[config.mk]
export PLATFORM = sky130hd
export DESIGN_NAME = length_prefixed_message_fifo_core
export DESIGN_NICKNAME = d
export VERILOG_FILES = /design/src/hw/rtl/lpmf_pkg.sv /design/src/hw/rtl/lpmf_ctrl.sv /design/src/hw/rtl/lpmf_datapath.sv /design/src/hw/rtl/length_prefixed_message_fifo_core.sv
export VERILOG_INCLUDE_DIRS = /design/src /design/src/hw/rtl
export SDC_FILE = /design/constraint.sdc
export NUM_CORES = 1
export LEC_CHECK = 0
export BUFFER_PORTS_ARGS = -buffer_cell sky130_fd_sc_hd__buf_2
export CORE_MARGIN = 3
export CORE_UTILIZATION = 32
export CTS_BUF_LIST = sky130_fd_sc_hd__clkbuf_4 sky130_fd_sc_hd__clkbuf_8 sky130_fd_sc_hd__clkbuf_16
export DETAILED_ROUTE_END_ITERATION = 12
export GPL_ROUTABILITY_DRIVEN = 0
export PLACE_DENSITY = 0.51
export SYNTH_ARGS = -nofsm -noshare
export SYNTH_HDL_FRONTEND = slang
export SYNTH_SLANG_ARGS = --single-unit
[constraint.sdc]
create_clock -name clock -period 6 [get_ports clock]
set_input_delay 0.9 -clock clock [delete_from_list [all_inputs] [get_ports clock]]
set_output_delay 0.9 -clock clock [all_outputs]
set_load 0.02 [all_outputs]
[src/hw/rtl/length_prefixed_message_fifo_core_defines.svh]
// Assertion helpers for the RTL that checks itself.
`ifndef LENGTH_PREFIXED_MESSAGE_FIFO_CORE_DEFINES_SVH
`define LENGTH_PREFIXED_MESSAGE_FIFO_CORE_DEFINES_SVH

// Same-cycle implication, masked while reset is high.
`define LPMF_ASSERT_IMPLY(label, clk, rst, ante, cons, msg) \
   label: assert property (@(posedge clk) disable iff (rst) (ante) |-> (cons)) \
      else $error(msg);

// Next-cycle implication, masked while reset is high.
`define LPMF_ASSERT_NEXT(label, clk, rst, ante, cons, msg) \
   label: assert property (@(posedge clk) disable iff (rst) (ante) |=> (cons)) \
      else $error(msg);

`endif

[src/hw/rtl/lpmf_pkg.sv]
package lpmf_pkg;

   // Default geometry of the byte ring.
   localparam int DEFAULT_DEPTH        = 64;
   localparam int DEFAULT_HEADER_BYTES = 8;

   // Longest payload a read will deliver.
   localparam logic [5:0] MAX_PAYLOAD = 6'd55;

   // Operation codes.
   localparam logic [1:0] OP_WRITE_BEGIN = 2'd0;
   localparam logic [1:0] OP_WRITE_BYTE  = 2'd1;
   localparam logic [1:0] OP_READ        = 2'd2;

   // Result status codes.
   localparam logic [2:0] ST_OK        = 3'd0;
   localparam logic [2:0] ST_FULL      = 3'd1;
   localparam logic [2:0] ST_EMPTY     = 3'd2;
   localparam logic [2:0] ST_TOO_SMALL = 3'd3;
   localparam logic [2:0] ST_BUSY      = 3'd4;

   typedef struct packed {
      logic [1:0] op;
      logic [5:0] msg_length;
      logic [7:0] data_byte;
      logic [5:0] capacity;
   } req_type;

   typedef struct packed {
      logic [2:0] status;
      logic [7:0] out_byte;
      logic [5:0] out_length;
      logic       last;
   } rsp_type;

   // Commands from the controller to the datapath.
   typedef struct packed {
      logic       latch;
      logic       hdr_wr;
      logic       hdr_rd;
      logic       hdr_first;
      logic       hdr_done;
      logic       byte_wr;
      logic       pay_rd;
      logic       emit;
      logic [2:0] status;
      logic       with_len;
      logic       with_byte;
      logic       last;
   } cmd_type;

   // Status from the datapath to the controller.
   typedef struct packed {
      logic       write_open;
      logic       space_ok;
      logic       hdr_avail;
      logic       len_reject;
      logic       payload_short;
      logic       len_zero;
      logic [5:0] len_low;
   } stat_type;

endpackage

[src/hw/rtl/lpmf_ctrl.sv]
module lpmf_ctrl #(
   parameter int HEADER_BYTES = lpmf_pkg::DEFAULT_HEADER_BYTES
) (
   input  logic               clock,
   input  logic               reset,
   input  logic               start,
   input  logic [1:0]         op,
   input  lpmf_pkg::stat_type stat,
   output lpmf_pkg::cmd_type  cmd,
   output logic               busy
);

   localparam int HCW = (HEADER_BYTES > 1) ? $clog2(HEADER_BYTES) : 1;
   localparam logic [HCW-1:0] HDR_LAST = HCW'(HEADER_BYTES - 1);

   localparam logic [2:0] S_IDLE    = 3'd0;
   localparam logic [2:0] S_HDR_WR  = 3'd1;
   localparam logic [2:0] S_HDR_RD  = 3'd2;
   localparam logic [2:0] S_CHECK   = 3'd3;
   localparam logic [2:0] S_PAYLOAD = 3'd4;

   logic [2:0]     state_ff, state_in;
   logic [HCW-1:0] cnt_ff, cnt_in;
   logic [5:0]     rem_ff, rem_in;

   assign busy = (state_ff != S_IDLE);

   // Sequence one item per visit to idle.
   always_comb begin
      state_in = state_ff;
      cnt_in   = cnt_ff;
      rem_in   = rem_ff;
      cmd      = '0;
      cmd.status = lpmf_pkg::ST_OK;
      case (state_ff)
         S_IDLE: begin
            cnt_in = '0;
            if (start) begin
               case (op)
                  lpmf_pkg::OP_WRITE_BEGIN: begin
                     cmd.latch = 1'b1;
                     if (stat.write_open) begin
                        cmd.emit   = 1'b1;
                        cmd.status = lpmf_pkg::ST_BUSY;
                        cmd.last   = 1'b1;
                     end else if (!stat.space_ok) begin
                        cmd.emit   = 1'b1;
                        cmd.status = lpmf_pkg::ST_FULL;
                        cmd.last   = 1'b1;
                     end else begin
                        state_in = S_HDR_WR;
                     end
                  end
                  lpmf_pkg::OP_WRITE_BYTE: begin
                     cmd.byte_wr = stat.write_open;
                  end
                  lpmf_pkg::OP_READ: begin
                     cmd.latch = 1'b1;
                     if (!stat.hdr_avail) begin
                        cmd.emit   = 1'b1;
                        cmd.status = lpmf_pkg::ST_EMPTY;
                        cmd.last   = 1'b1;
                     end else begin
                        state_in = S_HDR_RD;
                     end
                  end
                  default: begin
                  end
               endcase
            end
         end
         S_HDR_WR: begin
            cmd.hdr_wr    = 1'b1;
            cmd.hdr_first = (cnt_ff == '0);
            if (cnt_ff == HDR_LAST) begin
               cmd.hdr_done = 1'b1;
               cmd.emit     = 1'b1;
               cmd.last     = 1'b1;
               state_in     = S_IDLE;
            end else begin
               cnt_in = cnt_ff + HCW'(1);
            end
         end
         S_HDR_RD: begin
            cmd.hdr_rd    = 1'b1;
            cmd.hdr_first = (cnt_ff == '0);
            if (cnt_ff == HDR_LAST) begin
               state_in = S_CHECK;
            end else begin
               cnt_in = cnt_ff + HCW'(1);
            end
         end
         S_CHECK: begin
            cmd.with_len = 1'b1;
            cmd.last     = 1'b1;
            if (stat.len_reject) begin
               cmd.emit   = 1'b1;
               cmd.status = lpmf_pkg::ST_TOO_SMALL;
               state_in   = S_IDLE;
            end else if (stat.payload_short) begin
               cmd.emit   = 1'b1;
               cmd.status = lpmf_pkg::ST_EMPTY;
               state_in   = S_IDLE;
            end else if (stat.len_zero) begin
               cmd.emit = 1'b1;
               state_in = S_IDLE;
            end else begin
               cmd.last = 1'b0;
               rem_in   = stat.len_low;
               state_in = S_PAYLOAD;
            end
         end
         S_PAYLOAD: begin
            cmd.pay_rd    = 1'b1;
            cmd.emit      = 1'b1;
            cmd.with_len  = 1'b1;
            cmd.with_byte = 1'b1;
            cmd.last      = (rem_ff == 6'd1);
            rem_in        = rem_ff - 6'd1;
            if (rem_ff == 6'd1) begin
               state_in = S_IDLE;
            end
         end
         default: begin
            state_in = S_IDLE;
         end
      endcase
   end

   always_ff @(posedge clock) begin
      if (reset) begin
         state_ff <= S_IDLE;
         cnt_ff   <= '0;
         rem_ff   <= '0;
      end else begin
         state_ff <= state_in;
         cnt_ff   <= cnt_in;
         rem_ff   <= rem_in;
      end
   end

endmodule

[src/hw/rtl/lpmf_datapath.sv]
module lpmf_datapath #(
   parameter int DEPTH        = lpmf_pkg::DEFAULT_DEPTH,
   parameter int HEADER_BYTES = lpmf_pkg::DEFAULT_HEADER_BYTES
) (
   input  logic               clock,
   input  logic               reset,
   input  lpmf_pkg::req_type  req,
   input  lpmf_pkg::cmd_type  cmd,
   output lpmf_pkg::stat_type stat,
   output logic               rsp_valid,
   output lpmf_pkg::rsp_type  rsp
);

   localparam int PW = $clog2(DEPTH);
   localparam int CW = ((PW > 7) ? PW : 7) + 1;

   function automatic logic [PW-1:0] adv(input logic [PW-1:0] p);
      return (p == PW'(DEPTH - 1)) ? '0 : p + PW'(1);
   endfunction

   logic [7:0]    mem [DEPTH];
   logic [7:0]    rd_data_ff;

   logic [PW-1:0] rp_ff, rp_in;
   logic [PW-1:0] cwp_ff, cwp_in;
   logic [PW-1:0] pwp_ff, pwp_in;
   logic [5:0]    due_ff, due_in;
   logic          open_ff, open_in;
   logic [5:0]    mlen_ff, cap_ff;
   logic [5:0]    len_low_ff;
   logic          big_ff;
   logic          rsp_valid_ff;
   lpmf_pkg::rsp_type rsp_ff, rsp_in;

   logic          mem_we;
   logic [7:0]    mem_wdata;
   logic [PW:0]   stored;
   logic [CW-1:0] free_space, need_space, stored_x;

   // Count committed bytes between read and write pointers.
   always_comb begin
      if (cwp_ff >= rp_ff) begin
         stored = {1'b0, cwp_ff} - {1'b0, rp_ff};
      end else begin
         stored = (PW+1)'(DEPTH) - {1'b0, rp_ff} + {1'b0, cwp_ff};
      end
      stored_x   = CW'(stored);
      free_space = CW'(DEPTH - 1) - stored_x;
      need_space = CW'(HEADER_BYTES) + CW'(req.msg_length);
   end

   always_comb begin
      stat.write_open    = open_ff;
      stat.space_ok      = (free_space >= need_space);
      stat.hdr_avail     = (stored_x >= CW'(HEADER_BYTES));
      stat.len_reject    = big_ff || (len_low_ff > cap_ff) ||
                           (len_low_ff > lpmf_pkg::MAX_PAYLOAD);
      stat.payload_short = (stored_x < CW'(len_low_ff));
      stat.len_zero      = (len_low_ff == 6'd0);
      stat.len_low       = len_low_ff;
   end

   // Write port: header bytes and payload bytes share the pending pointer.
   assign mem_we    = cmd.hdr_wr || cmd.byte_wr;
   assign mem_wdata = cmd.hdr_wr ? (cmd.hdr_first ? {2'b00, mlen_ff} : 8'h00)
                                 : req.data_byte;

   // Advance pointers, commit writes.
   always_comb begin
      rp_in   = rp_ff;
      cwp_in  = cwp_ff;
      pwp_in  = pwp_ff;
      due_in  = due_ff;
      open_in = open_ff;
      if (mem_we) begin
         pwp_in = adv(pwp_ff);
      end
      if (cmd.hdr_done) begin
         due_in = mlen_ff;
         if (mlen_ff == 6'd0) begin
            cwp_in = adv(pwp_ff);
         end else begin
            open_in = 1'b1;
         end
      end
      if (cmd.byte_wr) begin
         due_in = due_ff - 6'd1;
         if (due_ff == 6'd1) begin
            cwp_in  = adv(pwp_ff);
            open_in = 1'b0;
         end
      end
      if (cmd.hdr_rd || cmd.pay_rd) begin
         rp_in = adv(rp_ff);
      end
   end

   // Build the result beat.
   always_comb begin
      rsp_in.status     = cmd.status;
      rsp_in.out_byte   = cmd.with_byte ? rd_data_ff : 8'h00;
      rsp_in.out_length = cmd.with_len ? len_low_ff : 6'd0;
      rsp_in.last       = cmd.last;
   end

   // Byte store; keep the byte at the read pointer prefetched.
   always_ff @(posedge clock) begin
      if (mem_we) begin
         mem[pwp_ff] <= mem_wdata;
      end
      if (mem_we && (pwp_ff == rp_in)) begin
         rd_data_ff <= mem_wdata;
      end else begin
         rd_data_ff <= mem[rp_in];
      end
   end

   // Item fields, header length and result beat.
   always_ff @(posedge clock) begin
      if (cmd.latch) begin
         mlen_ff <= req.msg_length;
         cap_ff  <= req.capacity;
      end
      if (cmd.hdr_rd) begin
         if (cmd.hdr_first) begin
            len_low_ff <= rd_data_ff[5:0];
            big_ff     <= |rd_data_ff[7:6];
         end else begin
            big_ff <= big_ff || (|rd_data_ff);
         end
      end
      rsp_ff <= rsp_in;
   end

   always_ff @(posedge clock) begin
      if (reset) begin
         rp_ff        <= '0;
         cwp_ff       <= '0;
         pwp_ff       <= '0;
         due_ff       <= '0;
         open_ff      <= 1'b0;
         rsp_valid_ff <= 1'b0;
      end else begin
         rp_ff        <= rp_in;
         cwp_ff       <= cwp_in;
         pwp_ff       <= pwp_in;
         due_ff       <= due_in;
         open_ff      <= open_in;
         rsp_valid_ff <= cmd.emit;
      end
   end

   assign rsp_valid = rsp_valid_ff;
   assign rsp       = rsp_ff;

endmodule

[src/hw/rtl/length_prefixed_message_fifo_core.sv]
// Write byte: taken back to back, no result beat.
// Write begin: one header byte per store write, then a registered result beat; busy/full
//   answers come straight from idle. Read: header bytes, a length check, then the payload,
//   one byte per cycle from the store's single read port.
// Result beats are strobed for one cycle each; the receiver cannot stall them.
// Synchronous reset empties the ring and closes any open write; the store is not cleared.
`include "length_prefixed_message_fifo_core_defines.svh"

module length_prefixed_message_fifo_core #(
   parameter int DEPTH        = lpmf_pkg::DEFAULT_DEPTH,
   parameter int HEADER_BYTES = lpmf_pkg::DEFAULT_HEADER_BYTES
) (
   input  logic              clock,
   input  logic              reset,
   input  logic              start,
   output logic              busy,
   input  lpmf_pkg::req_type req_payload,
   output logic              rsp_valid,
   output lpmf_pkg::rsp_type rsp_payload
);

   lpmf_pkg::cmd_type  cmd;
   lpmf_pkg::stat_type stat;

   logic rsp_err;
   logic rsp_more;
   logic wbyte_taken;

   lpmf_ctrl #(
      .HEADER_BYTES(HEADER_BYTES)
   ) u_ctrl (
      .clock(clock),
      .reset(reset),
      .start(start),
      .op   (req_payload.op),
      .stat (stat),
      .cmd  (cmd),
      .busy (busy)
   );

   lpmf_datapath #(
      .DEPTH       (DEPTH),
      .HEADER_BYTES(HEADER_BYTES)
   ) u_datapath (
      .clock    (clock),
      .reset    (reset),
      .req      (req_payload),
      .cmd      (cmd),
      .stat     (stat),
      .rsp_valid(rsp_valid),
      .rsp      (rsp_payload)
   );

   // Qualify result beats and accepted write bytes for the checks below.
   assign rsp_err     = rsp_valid && (rsp_payload.status != lpmf_pkg::ST_OK);
   assign rsp_more    = rsp_valid && !rsp_payload.last;
   assign wbyte_taken = start && !busy && (req_payload.op == lpmf_pkg::OP_WRITE_BYTE);

   // Every error answer ends its item.
   `LPMF_ASSERT_IMPLY(a_err_last, clock, reset, rsp_err, rsp_payload.last, "error not last")
   // A payload byte that is not last is followed by another beat.
   `LPMF_ASSERT_NEXT(a_pay_run, clock, reset, rsp_more, rsp_valid, "gap inside payload run")
   // A write byte never yields a result.
   `LPMF_ASSERT_NEXT(a_wbyte_quiet, clock, reset, wbyte_taken, !rsp_valid, "write byte answered")
   // A header is only written with no write open.
   `LPMF_ASSERT_IMPLY(a_hdr_closed, clock, reset, cmd.hdr_wr, !stat.write_open, "header overlap")

endmodule

==> impl_summary.log <==
[metrics] length in cells of the worst reg-to-reg path: 16
[metrics] # hold bufs at CTS: 0
[metrics] Skew-Pair Late Insertion Delay: between 600 and 700 ps
[metrics] flop-to-flop setup slack: around 2100 ps
[metrics] die outline area: between 70,000 and 80,000 um2
[metrics] Crit-path slowest cell: sky130_fd_sc_hd__a2111oi_2
[metrics] Yosys Warn Count: 0
[metrics] outcome: finished clean
[metrics] data arrival at the endpoint of the critical path: between 4000 and 5000 ps
[metrics] total congestion overflow after global routing: 0
[metrics] CP cell instances: inv_1 > ha_1 > a21oi_1 > nand2_1 > a2111oi_2 > nor3_1 > xnor2_1 > inv_1 > ha_1 > nand2_1 > o21ai_0 > a21oi_1 > o21ai_0 > nor3_1 > nor4_1 > a31oi_1
[metrics] Setup TNS: 0 ps
[metrics] initial drt markers: roughly 1,000
[metrics] largest area contributor in the netlist: sky130_fd_sc_hd__edfxtp_1
[metrics] wire length of the first global-routing pass: 89.8 mm
[metrics] number of global-route vias before repair: 13,148
[metrics] switching power as a share of total power: 0.261
[metrics] hold path start: req_payload[0]
[metrics] area of the core: 74,800 um2
[metrics] post-cts repair resize count: 0
[metrics] relative contribution of sequential cells to total power: 0.486
[metrics] Combinational Power Share: 0.154
[metrics] max-cap violation count: 0
[metrics] hold-critical path endpoint: u_datapath.cap_ff[0]
[metrics] setup repair after global routing missed its margin: no
[metrics] first-pass detailed-route iteration total: 7
[metrics] filler-free cell count of the finished design: roughly 2,500
[metrics] post-synth cell types: 75
[metrics] power density normalized to cell area: between 300 and 400 nW/um2
[metrics] Final Max Slew Viols: 0
[metrics] Syn-to-layout area delta: 13.4%
[metrics] CTS H-tree lvls: 2
[metrics] antenna violations before repair: 0
[metrics] clock slew at reported path FFs: around 60 ps
[metrics] TritonCTS sink count: between 500 and 600
[metrics] Internal Power: 7.53 mW
[metrics] Tightest Pin Transition: about 1200 ps
[metrics] number of diodes: 0
[metrics] destination of the worst register-to-register timing path: u_datapath.rsp_valid
[metrics] Top FF cell, synth: sky130_fd_sc_hd__edfxtp_1
[metrics] postcts setup bufs: 0
[metrics] average instance area after synthesis: between 15 and 20 um2
[metrics] netlist area before placement: ~24,000 um2
[metrics] dominant delay contributor by cell family on the critical path: compound AO/OA/AOI/OAI gates
[metrics] Hold Fails Final Rpt: 0
[metrics] Gate Count Post-Synth: ~1,400
[metrics] I/O pin cnt: 45
[metrics] Crit. End Element: flop
[metrics] power share of the clock group: 0.361
[metrics] Max FO, Critical Path: 7
[metrics] number of synthesized flops with an enable pin: 531
[metrics] highest achievable clock rate: approximately 260 MHz
[metrics] IR drop worst, VDD: 0.200 mV
[metrics] Largest stage delay, worst path: around 470 ps
[metrics] area fraction of the dominant cell type after synthesis: 0.657
[metrics] CP required: about 6500 ps
[metrics] largest net degree at the start of global routing: a little over 70
[metrics] WL final: 60.8 mm
[metrics] kind of start point of the critical path: flop
[metrics] Synth area leaders: sky130_fd_sc_hd__edfxtp_1 (66%), sky130_fd_sc_hd__mux4_2 (11%), sky130_fd_sc_hd__dfxtp_1 (5.1%), sky130_fd_sc_hd__nor2_1 (2.1%), sky130_fd_sc_hd__ha_1 (1.8%)
[metrics] share of the yosys chip area belonging to registers: 0.708
[metrics] combined buffer and inverter count along the critical path: 2
[metrics] number of I/O port buffers: 44
[metrics] number of instances in the placed design: between 2,000 and 2,500
[metrics] Setup Viol. Count Final: 0
[metrics] most frequent cell after synthesis: sky130_fd_sc_hd__edfxtp_1
[metrics] Syn Nets: 1,504
[metrics] WL per Instance: roughly 24 um
[metrics] Vias/cell: ~5.2
[metrics] period utilization: 0.644
[metrics] Critical Setup Path Class: flop to flop
[metrics] total clock buffers created by CTS: between 50 and 60
[metrics] pre-CTS setup slack: 2060 ps
[metrics] hold crit path type: primary input to flop
[metrics] CTS Root Cell: sky130_fd_sc_hd__clkbuf_16
[metrics] Setup Skew: 23.4 ps
[metrics] standby leakage power: between 8 and 9 nW
[metrics] horizontal die dimension: between 200 and 300 um
[metrics] Initial Util: 0.324
[metrics] number of buffers on the longest clock path: 3
[metrics] CTS tree: yes
[metrics] worst setup margin: roughly 2100 ps
[metrics] # rows: 100
[metrics] sw power: about 2.7 mW
[metrics] detailed placer's ending HPWL: 39.0 mm
[metrics] share of flip-flops with an asynchronous set or reset after synthesis: 0
[metrics] Commonest cells post-synth: sky130_fd_sc_hd__edfxtp_1 (531), sky130_fd_sc_hd__nor2_1 (134), sky130_fd_sc_hd__mux4_2 (117)
[metrics] worst relative slew slack: 0.220
[metrics] residual DRC count: 0
[metrics] post-synthesis sequential element count: 593
[metrics] number of nets with antenna violations after detailed routing: 0
[metrics] worst hold path stage count: 1
[metrics] GR Util All Layers: 0.153
[metrics] total vias in the final route: between 10,000 and 15,000
[metrics] share of layout cells above drive strength 1: 0.199
[metrics] Reg2Reg Launch Point: u_datapath.rp_ff[5]
[metrics] vertical extent of the die: 281 um
[metrics] final net count: approximately 1,600
[metrics] shortest period the worst path allows: 3870 ps
## per-layer routing
metal,track usage,wire length (um),share of wire
met4,0.0466,1640,0.027
met2,0.241,28200,0.46
met5,0.00954,84,0.0014
met1,0.217,27500,0.45
met3,0.0272,3390,0.056
## logic make-up after synthesis
| kind of cell | share of synthesized area |
|---|---|
| flip-flops | 0.708 |
| AND/OR/NAND/NOR | 0.0684 |
| adder cells (fa/ha/maj) | 0.0192 |
| buffers and inverters | 0.0229 |
| multiplexers | 0.122 |
| XOR/XNOR | 0.00505 |
| AO/OA/AOI/OAI | 0.0544 |
## how the worst max path moves through the flow
stage                         from                     to  cells past startpoint
3_3_place_gp       req_payload[21]  u_datapath.mem[32][5]                      6
4_1_cts        u_datapath.rp_ff[2]   u_datapath.rsp_valid                     16
3_5_place_dp       req_payload[21]  u_datapath.mem[32][6]                      6
6_report       u_datapath.rp_ff[5]   u_datapath.rsp_valid                     16
5_1_grt        u_datapath.rp_ff[5]   u_datapath.rsp_valid                     16
2_1_floorplan   u_ctrl.state_ff[0]   u_datapath.mem[0][2]                      5
## sequential cells by signal (all words and copies together), names as in the netlist, 6 cells and up, named ones only
name                   flops
u_datapath.due_ff          6
u_datapath.rsp            18
u_datapath.mlen_ff         6
u_datapath.pwp_ff          6
u_datapath.len_low_ff      6
u_datapath.mem           512
u_datapath.cwp_ff          6
u_datapath.cap_ff          6
u_datapath.rp_ff           6
u_ctrl.rem_ff              6
## layout by cell type, fill, tap and decap left out, types with 16 or more instances in the layout
cell type and n:
sky130_fd_sc_hd__edfxtp_1 531, sky130_fd_sc_hd__nor2_1 134, sky130_fd_sc_hd__mux4_2 117, sky130_fd_sc_hd__nand2_1 77, sky130_fd_sc_hd__clkbuf_16 60, sky130_fd_sc_hd__dfxtp_1 59, sky130_fd_sc_hd__inv_1 53, sky130_fd_sc_hd__a21oi_1 46
sky130_fd_sc_hd__buf_2 44, sky130_fd_sc_hd__ha_1 34, sky130_fd_sc_hd__a22oi_1 28, sky130_fd_sc_hd__mux2i_1 25, sky130_fd_sc_hd__nor3_1 20, sky130_fd_sc_hd__clkbuf_4 19, sky130_fd_sc_hd__buf_4 19, sky130_fd_sc_hd__o21ai_0 18
sky130_fd_sc_hd__nor2b_1 17, sky130_fd_sc_hd__nand3_1 16
## per-stage QoR
stage	area (um2)	util	hold slack (ps)	power (mW)
finish	27500	0.368	466	10.2
global route	27500	0.368	436	10.6
CTS	27500	0.368	419	10.3
detailed placement	25600	0.342	476	6.64
global placement	25600	0.342	467	6.62
floorplan	24300	-	447	6.07
## worst register-to-register path, stage by stage, from the launching register on
cell                        delay (ps)
sky130_fd_sc_hd__dfxtp_1           370
sky130_fd_sc_hd__inv_1              80
sky130_fd_sc_hd__ha_1              370
sky130_fd_sc_hd__a21oi_1           220
sky130_fd_sc_hd__nand2_1           180
sky130_fd_sc_hd__a2111oi_2         470
sky130_fd_sc_hd__nor3_1            120
sky130_fd_sc_hd__xnor2_1           320
sky130_fd_sc_hd__inv_1              80
sky130_fd_sc_hd__ha_1              290
sky130_fd_sc_hd__nand2_1            50
sky130_fd_sc_hd__o21ai_0           150
sky130_fd_sc_hd__a21oi_1            80
sky130_fd_sc_hd__o21ai_0           290
sky130_fd_sc_hd__nor3_1            100
sky130_fd_sc_hd__nor4_1            410
sky130_fd_sc_hd__a31oi_1           160
## area by class of cell
type / count / area (um2)
Tap cell: 969 / 1210
Multi-Input combinational cell: 733 / 6600
Fill cell: 7008 / 47300
Clock buffer: 79 / 1640
Sequential cell: 593 / 17200
Timing Repair Buffer: 65 / 403
Clock inverter: 30 / 275
Inverter: 54 / 203
## power by group through the flow
stage,combinational [mW],clock (mW),sequential [mW]
after detailed placement,1.60,0,5.04
after floorplan,1.09,0,4.99
after CTS,1.60,3.76,4.96
after global placement,1.57,0,5.04
after global routing,1.71,3.92,4.97
final,1.56,3.67,4.95
Power figures use the tool's default switching activity.
